$ cat src/hdl/utf8d_pkg.sv
// shared types, constants and functions of the utf-8 stream decoder
package utf8d_pkg;

  localparam int MAX_SEQ_BYTES = 6;
  localparam int CP_W = 31;
  localparam int LEN_W = 3;
  localparam int LEAD_W = 4;

  // one decode outcome handed from the step logic to the result register
  typedef struct packed {
    logic             valid;
    logic [CP_W-1:0]  code_point;
    logic [LEN_W-1:0] seq_length;
    logic             bad_sequence;
  } res_t;

  // number of leading one bits of a byte, 0 to 8
  function automatic logic [LEAD_W-1:0] lead_ones(input logic [7:0] b);
    logic [LEAD_W-1:0] n;
    casez (b)
      8'b0???????: n = 4'd0;
      8'b10??????: n = 4'd1;
      8'b110?????: n = 4'd2;
      8'b1110????: n = 4'd3;
      8'b11110???: n = 4'd4;
      8'b111110??: n = 4'd5;
      8'b1111110?: n = 4'd6;
      8'b11111110: n = 4'd7;
      default:     n = 4'd8;
    endcase
    return n;
  endfunction

  // payload bits of a lead byte with n leading ones
  function automatic logic [7:0] lead_bits(input logic [7:0] b, input logic [LEAD_W-1:0] n);
    logic [7:0] mask;
    mask = 8'hFF >> (n + 4'd1);
    return b & mask;
  endfunction

endpackage

$ cat src/hdl/utf8d_step.sv
// sequence state and per-byte decode step
module utf8d_step (
  input  logic                      clk,
  input  logic                      rst,
  input  logic                      advance,
  input  logic [7:0]                byte_val,
  output utf8d_pkg::res_t           res
);
  import utf8d_pkg::*;

  logic [CP_W-1:0]   partial_value, partial_value_next;
  logic [LEN_W-1:0]  bytes_left, bytes_left_next;
  logic [LEN_W-1:0]  total_length, total_length_next;
  logic [LEAD_W-1:0] n;
  logic [CP_W-1:0]   shifted;
  logic              is_cont;

  assign n       = lead_ones(byte_val);
  assign is_cont = (byte_val[7:6] == 2'b10);
  assign shifted = {partial_value[CP_W-7:0], byte_val[5:0]};

  // decode one byte against the open sequence
  always_comb begin
    partial_value_next = partial_value;
    bytes_left_next    = bytes_left;
    total_length_next  = total_length;
    res                = '0;
    if (bytes_left != '0) begin
      if (is_cont) begin
        bytes_left_next = bytes_left - LEN_W'(1);
        if (bytes_left == LEN_W'(1)) begin
          res.valid          = 1'b1;
          res.code_point     = shifted;
          res.seq_length     = total_length;
          partial_value_next = '0;
          total_length_next  = '0;
        end else begin
          partial_value_next = shifted;
        end
      end else begin
        // broken sequence: drop it together with the offending byte
        res.valid          = 1'b1;
        res.bad_sequence   = 1'b1;
        res.seq_length     = total_length - bytes_left + LEN_W'(1);
        partial_value_next = '0;
        bytes_left_next    = '0;
        total_length_next  = '0;
      end
    end else if (n == '0) begin
      res.valid      = 1'b1;
      res.code_point = CP_W'(byte_val);
      res.seq_length = LEN_W'(1);
    end else if (n < LEAD_W'(2) || n >= LEAD_W'(7) || n > LEAD_W'(MAX_SEQ_BYTES)) begin
      // stray continuation, invalid lead or sequence too long
      res.valid        = 1'b1;
      res.bad_sequence = 1'b1;
      res.seq_length   = LEN_W'(1);
    end else begin
      partial_value_next = CP_W'(lead_bits(byte_val, n));
      bytes_left_next    = LEN_W'(n - LEAD_W'(1));
      total_length_next  = LEN_W'(n);
    end
  end

  // sequence state
  always_ff @(posedge clk) begin
    if (rst) begin
      partial_value <= '0;
      bytes_left    <= '0;
      total_length  <= '0;
    end else if (advance) begin
      partial_value <= partial_value_next;
      bytes_left    <= bytes_left_next;
      total_length  <= total_length_next;
    end
  end

endmodule

$ cat src/hdl/utf8d_out_reg.sv
// result register on the output channel
module utf8d_out_reg (
  input  logic                        clk,
  input  logic                        rst,
  input  logic                        load,
  input  utf8d_pkg::res_t             res,
  input  logic                        out_ready,
  output logic                        out_free,
  output logic                        out_valid,
  output logic [utf8d_pkg::CP_W-1:0]  code_point,
  output logic [utf8d_pkg::LEN_W-1:0] seq_length,
  output logic                        bad_sequence
);
  import utf8d_pkg::*;

  assign out_free = !out_valid || out_ready;

  // valid flag
  always_ff @(posedge clk) begin
    if (rst) begin
      out_valid <= 1'b0;
    end else if (load) begin
      out_valid <= 1'b1;
    end else if (out_ready) begin
      out_valid <= 1'b0;
    end
  end

  // payload
  always_ff @(posedge clk) begin
    if (load) begin
      code_point   <= res.code_point;
      seq_length   <= res.seq_length;
      bad_sequence <= res.bad_sequence;
    end
  end

endmodule

$ cat src/hdl/utf8_stream_decoder.sv
// utf-8 stream decoder top level: input register, decode step, result register
// a result passes the input register, then the result register when that is free
// throughput: one byte per cycle while the output side keeps taking results
// bytes that only extend a sequence never wait for the output register
// reset (synchronous, active high) empties both registers and closes any open sequence
module utf8_stream_decoder (
  input  logic                        clk,
  input  logic                        rst,
  input  logic                        in_valid,
  output logic                        in_ready,
  input  logic [7:0]                  byte_in,
  output logic                        out_valid,
  input  logic                        out_ready,
  output logic [utf8d_pkg::CP_W-1:0]  code_point,
  output logic [utf8d_pkg::LEN_W-1:0] seq_length,
  output logic                        bad_sequence
);
  import utf8d_pkg::*;

  logic       held_valid;
  logic [7:0] held_byte;
  logic       process;
  logic       out_free;
  res_t       step_res;

  // a held byte moves on unless its result finds the output register full
  assign process  = held_valid && (!step_res.valid || out_free);
  assign in_ready = !held_valid || process;

  // input register
  always_ff @(posedge clk) begin
    if (rst) begin
      held_valid <= 1'b0;
    end else if (in_ready) begin
      held_valid <= in_valid;
    end
  end

  always_ff @(posedge clk) begin
    if (in_ready && in_valid) begin
      held_byte <= byte_in;
    end
  end

  utf8d_step u_step (
    .clk      (clk),
    .rst      (rst),
    .advance  (process),
    .byte_val (held_byte),
    .res      (step_res)
  );

  utf8d_out_reg u_out (
    .clk          (clk),
    .rst          (rst),
    .load         (process && step_res.valid),
    .res          (step_res),
    .out_ready    (out_ready),
    .out_free     (out_free),
    .out_valid    (out_valid),
    .code_point   (code_point),
    .seq_length   (seq_length),
    .bad_sequence (bad_sequence)
  );

endmodule

$ cat config.mk
export PLATFORM = sky130hd
export DESIGN_NAME = utf8_stream_decoder
export DESIGN_NICKNAME = d
export VERILOG_FILES = /design/src/hdl/utf8d_pkg.sv /design/src/hdl/utf8d_step.sv /design/src/hdl/utf8d_out_reg.sv /design/src/hdl/utf8_stream_decoder.sv
export SDC_FILE = /design/constraint.sdc
export NUM_CORES = 1
export LEC_CHECK = 0
export ABC_AREA = 0
export ABC_CLOCK_PERIOD_IN_PS = 8700
export BUFFER_PORTS_ARGS = -buffer_cell sky130_fd_sc_hd__buf_2
export CAP_MARGIN = 20
export CORE_MARGIN = 1
export CORE_UTILIZATION = 61
export DETAILED_ROUTE_END_ITERATION = 10
export PLACE_DENSITY = 0.84
export SYNTH_ARGS = -nofsm -noshare
export SYNTH_HDL_FRONTEND = slang
export SYNTH_SLANG_ARGS = --single-unit
$ cat constraint.sdc
create_clock -name clk -period 8.7 [get_ports clk]
set_clock_uncertainty 0.05 [all_clocks]
set_input_delay 0.87 -clock clk [delete_from_list [all_inputs] [get_ports clk]]
set_output_delay 0.87 -clock clk [all_outputs]
set_load 0.02 [all_outputs]
==> results of run 1 <==
[where the power goes]
part | internal (W) | total, W | switching [W]
registers | 0.000399 | 0.000409 | 0.00000974
logic | 0.0000373 | 0.000122 | 0.0000849
clock network | 0.000108 | 0.000248 | 0.000140
total | 0.000545 | 0.000779 | 0.000235
[metal layers]
metal  share of wire (%)  routed length, µm  vias up
met3                 6.7                468       16
li1                    -                  -     1243
met1                  44               3050     1228
met4                 2.1                148        0
met2                  47               3320      135
met5                   0                  0        -
[placed cells by master, fill, tap and decap left out, types with 3 or more instances in the layout]
cell / Yosys / routed
edfxtp_1: 43 / 43
a21oi_1: 31 / 31
nand2b_1: 5 / 5
a211oi_1: 5 / 5
nor2b_1: 4 / 4
and2_1: 32 / 32
o2111ai_1: 3 / 3
dfxtp_1: 33 / 33
clkbuf_8: 0 / 9
nand2_1: 9 / 9
nor3_1: 4 / 4
ha_1: 11 / 11
o21ai_0: 26 / 26
nor2_1: 11 / 10
buf_2: 8 / 48
nand4_1: 22 / 22
a22o_1: 3 / 3
inv_1: 11 / 11
buf_4: 2 / 4
[cell families after synthesis]
group	synth area share [%]
AOI/OAI and AO/OA	16.4
xor gates and xnor gates	1.02
adders and majority gates	3.99
buffers and inverters	4.39
DFF	56.6
and+or+nand+nor	17.6
[state kept, by name, indices dropped and copies added (netlist names)]
name,count
u_out.out_valid,1
held_valid,1
u_out.code_point,31
u_step.partial_value,25
u_out.seq_length,3
u_out.bad_sequence,1
u_step.total_length,3
held_byte,8
u_step.bytes_left,3
[through the flow]
stage,setup slack [ns],total power (W),std cells
3_3_place_gp,5.16,0.000534,414
5_1_grt,4.39,0.000810,430
4_1_cts,4.63,0.000778,430
6_report,4.63,0.000779,430
2_1_floorplan,4.58,0.000507,314
3_5_place_dp,5.02,0.000538,414
[tightest hold or removal path: stages (launching register included)]
cell     delay (ns)
dfxtp_1        0.31
o21ai_0        0.06
a21oi_1        0.06
[final cells by class]
class / count / area [µm²] / area share (%)
Tap cell: 72 / 90.1 / 2.32
Timing Repair Buffer: 52 / 270 / 6.95
Clock inverter: 7 / 58.8 / 1.51
Multi-Input combinational cell: 203 / 1350 / 34.8
Clock buffer: 9 / 124 / 3.19
Sequential cell: 76 / 1950 / 50.2
Inverter: 11 / 41.3 / 1.06
[worst max path at each step]
stage,end,start,cells after the start
4_1_cts,in_ready,held_byte[2]$_DFFE_PP_,10
5_1_grt,in_ready,held_byte[2]$_DFFE_PP_,10
2_1_floorplan,u_out.bad_sequence$_DFFE_PP_,held_byte[6]$_DFFE_PP_,11
3_5_place_dp,in_ready,held_byte[2]$_DFFE_PP_,10
3_3_place_gp,in_ready,held_byte[2]$_DFFE_PP_,10
6_report,in_ready,held_byte[2]$_DFFE_PP_,10
==> results_dict.tcl, run 1 <==
set metrics [dict create \
    fin_crit_sh_pct 46.8 \
    report.final.slew_viol_count 0 \
    cts_root_buf "clkbuf_8" \
    dr.pass1.iters 5 \
    rrSetupSlack_ns 5.12 \
    cts_hold_buf 0 \
    path_cells "nand2_1 > a21oi_1 > o21ai_0 > inv_1 > ha_1 > and3b_1 > a221oi_2 > or3_4 > o211ai_2 > buf_2" \
    core_um2 5470 \
    timing.setup.tns_ns 0 \
    holdPathEnd "u_step.partial_value[24]$_SDFFE_PP0P_" \
    drt_wl_total_um 6980 \
    netlist_area_um2 3450 \
    hpwl_um 4570 \
    max_freq_ghz 0.246 \
    htree_levels 3 \
    cts_setup_buffers 0 \
    whs_ns 0.429 \
    r2r_end "u_out.code_point[8]$_SDFFCE_PN0P_" \
    syn-num-nets 337 \
    r2r_start "held_byte[6]$_DFFE_PP_" \
    cts.sinks 76 \
    top_usage_layer "met2" \
    timing.critical_path.buf_inv 2 \
    hold_violations 0 \
    synth_flop_cell "edfxtp_1" \
    routedWlPerCell_um 16.2 \
    path_class "register to primary output" \
    viasPerCell 6.10 \
    p_per_area_nw_per_um2 200 \
    path_clk_slew_ns 0.08 \
    ys_seq_elements 76 \
    cp_max_fo 31 \
    fill_cells 411 \
    cts_buffers 9 \
    grt_start_max_net_pins 36 \
    grt_pass1_vias 2434 \
    cts_buffer_depth 2 \
    nets 376 \
    synth_cells 314 \
    rsz0062_at_grt "false" \
    cts_tree "done" \
    grt_pass1_wl_um 11600 \
    slew_headroom_pct 40.6 \
    startpoint_type "register" \
    cp.arrival_ns 3.15 \
    hold_class "register to register" \
    syn2layout_area_growth_pct 12.8 \
    ys_types 52 \
    track_usage_pct 25.3 \
    async_flop_share_pct 0 \
    p_leak_nw 1.44 \
    critPathSlowestCell "or3_4" \
    n_antenna_cell 0 \
    die_area_um2 5960 \
    min-delay-start "u_step.partial_value[24]$_SDFFE_PP0P_" \
    grt_use_met3_pct 4.64 \
    synth_top_area_share_pct 37.4 \
    drv_cap 0 \
    crit_family "simple AND/OR/NAND/NOR gates" \
    die_x_um 77.2 \
    yosysWarnings 0 \
    setup-violations-final 0 \
    gr-usage-met2_pct 38.9 \
    finalCriticalPeriod_ns 4.07 \
    max_stage_delay_ns 0.56 \
    tightest_slew_ns 0.891 \
    reg2regPathDepth 10 \
    required_ns 7.78 \
    die_h_um 77.2 \
    status "finished, final reports clean" \
    finish.utilization_pct 71.1 \
    synth_common_cells "43 x edfxtp_1, 33 x dfxtp_1, 32 x and2_1" \
    overflow 0 \
    port_buffers 48 \
    place_area_um2 3710 \
    post_cts_resized 0 \
    whs_path_depth 2 \
    end_kind "primary output" \
    synth.most_common_cell "edfxtp_1" \
    initial_utilization_pct 63.0 \
    boundaryPins 49 \
    place_congestion 1.00 \
    syn_area_per_cell_um2 11.0 \
    stdcell_area_um2 3890 \
    drcViolationCount 0 \
    synth_top_cell_by_area "edfxtp_1" \
    row_count 27 \
    drt_iter0_drc 303 \
    route.vias.total 2622 \
    synth-edff-count 43 \
    peakVddDrop_uv 147 \
    ys_top_cells_by_area "edfxtp_1 37%, dfxtp_1 19%, and2_1 5.8%, a21oi_1 4.5%, ha_1 4.0%" \
    postRouteAntennaNets 0 \
    clkLatencyLatePin_ns 0.34 \
    antenna_found_initial 0 \
    grt_use_met1_pct 34.5 \
    drive_gt1_share_pct 22.6 \
    seq_area_frac_synth_pct 56.6 \
]
No activity file was read; power rests on OpenSTA's default activity.
==> run 2, diff against run 1 <==
--- a/config.mk
+++ b/config.mk
@@ -6,13 +6,13 @@
 export NUM_CORES = 1
 export LEC_CHECK = 0
 export ABC_AREA = 0
-export ABC_CLOCK_PERIOD_IN_PS = 8700
+export ABC_CLOCK_PERIOD_IN_PS = 4000
 export BUFFER_PORTS_ARGS = -buffer_cell sky130_fd_sc_hd__buf_2
 export CAP_MARGIN = 20
 export CORE_MARGIN = 1
-export CORE_UTILIZATION = 61
+export CORE_UTILIZATION = 57
 export DETAILED_ROUTE_END_ITERATION = 10
-export PLACE_DENSITY = 0.84
+export PLACE_DENSITY = 0.79
 export SYNTH_ARGS = -nofsm -noshare
 export SYNTH_HDL_FRONTEND = slang
 export SYNTH_SLANG_ARGS = --single-unit
==> constraint.sdc (replaced) <==
create_clock -name clk -period 4 [get_ports clk]
set_clock_uncertainty 0.05 [all_clocks]
set_input_delay 0.4 -clock clk [delete_from_list [all_inputs] [get_ports clk]]
set_output_delay 0.4 -clock clk [all_outputs]
set_load 0.02 [all_outputs]
==> run 2 against run 1 <==
  * Sequential power is 120% higher
  * Count of clock-buffer cells in the layout rose by 3
  * Clock power rose to 2.8 times the previous value
  * Flip-flop and latch count stayed put
  * Combinational power grew 120%
  * Routed wire length increased by 4.3%
  * Critical path type unchanged
==> results_dict.tcl, run 2 (synthesis gave the netlist of run 1 again) <==
set metrics [dict create \
    layout_commonest_cell "buf_2" \
    top_layer "met4" \
    cp.arrival_ns 3.16 \
    layout_common_cells "48 x buf_2, 43 x edfxtp_1, 33 x dfxtp_1, 32 x and2_1, 31 x a21oi_1" \
    cts_setup_buffers 0 \
    reg2regPathDepth 10 \
    die_x_um 79.8 \
    end_kind "primary output" \
    comb_power_share_pct 14.6 \
    cts_tree "done" \
    dr.pass1.iters 4 \
    clkLatencyLatePin_ns 0.34 \
    cts_buffer_depth 2 \
    routedWlPerCell_um 16.9 \
    whs_path_depth 1 \
    die_area_um2 6360 \
    cts_root_buf "clkbuf_8" \
    status "finished, final reports clean" \
    wl_met1_um 3320 \
    hold_violations 0 \
    antenna_found_initial 0 \
    viasPerCell 5.93 \
    report.final.slew_viol_count 0 \
    total_power_w 0.00185 \
    grt_pass1_wl_um 11700 \
    fin_crit_sh_pct 90.3 \
    finalCriticalPeriod_ns 3.61 \
    port_buffers 48 \
    core_um2 5680 \
    wl_met3_um 429 \
    row_count 27 \
    rsz0062_at_grt "false" \
    path_clk_slew_ns 0.08 \
    power_switching_w 0.000487 \
    p_int_w 0.00136 \
    drt_wl_total_um 7280 \
    drv_cap 0 \
    drt_iter0_drc 198 \
    tightest_slew_ns 0.916 \
    p_sw_share_pct 26.3 \
    startpoint_type "register" \
    regMostFlops "u_out.code_point" \
    top_regs "u_out.code_point x31, u_step.partial_value x25, held_byte x8" \
    setup-violations-final 0 \
    grt_start_max_net_pins 36 \
    cts.sinks 76 \
    boundaryPins 49 \
    overflow 0 \
    nets 378 \
    route.vias.total 2563 \
    drive_gt1_share_pct 22.8 \
    grt_pass1_vias 2342 \
    clockPowerShare_pct 37.2 \
    peakVddDrop_uv 278 \
    slew_headroom_pct 38.9 \
    initial_utilization_pct 60.8 \
    rrSetupSlack_ns 0.57 \
    track_usage_pct 24.7 \
    p_leak_nw 1.48 \
    required_ns 3.55 \
    r2r_end "u_out.seq_length[0]$_DFFE_PP_" \
    n_antenna_cell 0 \
    path_class "register to primary output" \
    drcViolationCount 0 \
    hpwl_um 4830 \
    hold_class "input pin to register" \
    max_freq_ghz 0.277 \
    met2_length_um 3400 \
    cp_max_fo 31 \
    holdPathEnd "held_byte[1]$_DFFE_PP_" \
    htree_levels 3 \
    min-delay-start "byte_in[1]" \
    p_seq_share_pct 48.1 \
    place_congestion 0.924 \
    p_per_area_nw_per_um2 467 \
    postRouteAntennaNets 0 \
    r2r_start "held_byte[6]$_DFFE_PP_" \
    timing.setup.tns_ns 0 \
    cts_buffers 9 \
    largest_reg_flops 31 \
    die_h_um 79.8 \
    cts_hold_buf 0 \
    post_cts_resized 0 \
    whs_ns 0.174 \
    syn2layout_area_growth_pct 15.0 \
]
==> run 2: changes by cell type in the layout (fill, tap and decap cells not counted), sizes merged <==
cell      before  now
clkinvlp       1    0
clkbuf         9   12
bufinv         0    2
inv           14   12
buf           52   54
clkinv         3    1
==> run 2: worst max path at each step <==
stage | from | to | slack (ns)
2_1_floorplan | held_byte[6]$_DFFE_PP_ | u_out.bad_sequence$_DFFE_PP_ | 0.44
3_3_place_gp | held_byte[6]$_DFFE_PP_ | u_out.seq_length[1]$_SDFFCE_PP0P_ | 0.71
3_5_place_dp | held_byte[6]$_DFFE_PP_ | u_out.seq_length[1]$_SDFFCE_PP0P_ | 0.61
4_1_cts | held_byte[2]$_DFFE_PP_ | in_ready | 0.41
5_1_grt | held_byte[6]$_DFFE_PP_ | in_ready | 0.17
6_report | held_byte[6]$_DFFE_PP_ | in_ready | 0.39
==> run 2: routing by layer <==
layer  vias up  GRT usage, %
met5         -             0
met4         0          10.0
met3        13          4.11
met2       103          36.9
met1      1205          35.7
li1       1242             -
==> run 2: final cells by class <==
| type | count | area, µm² |
|---|---|---|
| Clock buffer | 12 | 166 |
| Clock inverter | 4 | 77.6 |
| Sequential cell | 76 | 1950 |
| Fill cell | 434 | 1710 |
| Multi-Input combinational cell | 203 | 1350 |
| Tap cell | 72 | 90.1 |
| Inverter | 11 | 41.3 |
| Timing Repair Buffer | 54 | 285 |
==> run 2: critical path: stages (launching register included) <==
cell	delay, ns
edfxtp_1	0.58
inv_1	0.09
o221ai_1	0.22
o31a_1	0.33
inv_1	0.10
ha_1	0.21
and3b_1	0.23
a221oi_2	0.08
or3_4	0.56
o211ai_2	0.21
buf_2	0.19
==> run 2: through the flow <==
step / std cells / util [%] / setup slack [ns] / area [µm²]
finish: 432 / 69.9 / 0.388 / 3970
global route: 432 / 69.9 / 0.167 / 3970
CTS: 432 / 69.9 / 0.409 / 3970
detailed placement: 416 / 65.6 / 0.610 / 3720
global placement: 416 / 65.6 / 0.706 / 3720
floorplan: 314 / - / 0.442 / 3450
==> run 2: power by group through the flow <==
stage / Combinational (W) / Clock [W] / Sequential [W]
floorplan: 0.000169 / 0 / 0.000934
detailed placement: 0.000266 / 0 / 0.000908
global placement: 0.000267 / 0 / 0.000907
global route: 0.000294 / 0.000728 / 0.000895
finish: 0.000270 / 0.000689 / 0.000891
CTS: 0.000270 / 0.000697 / 0.000891
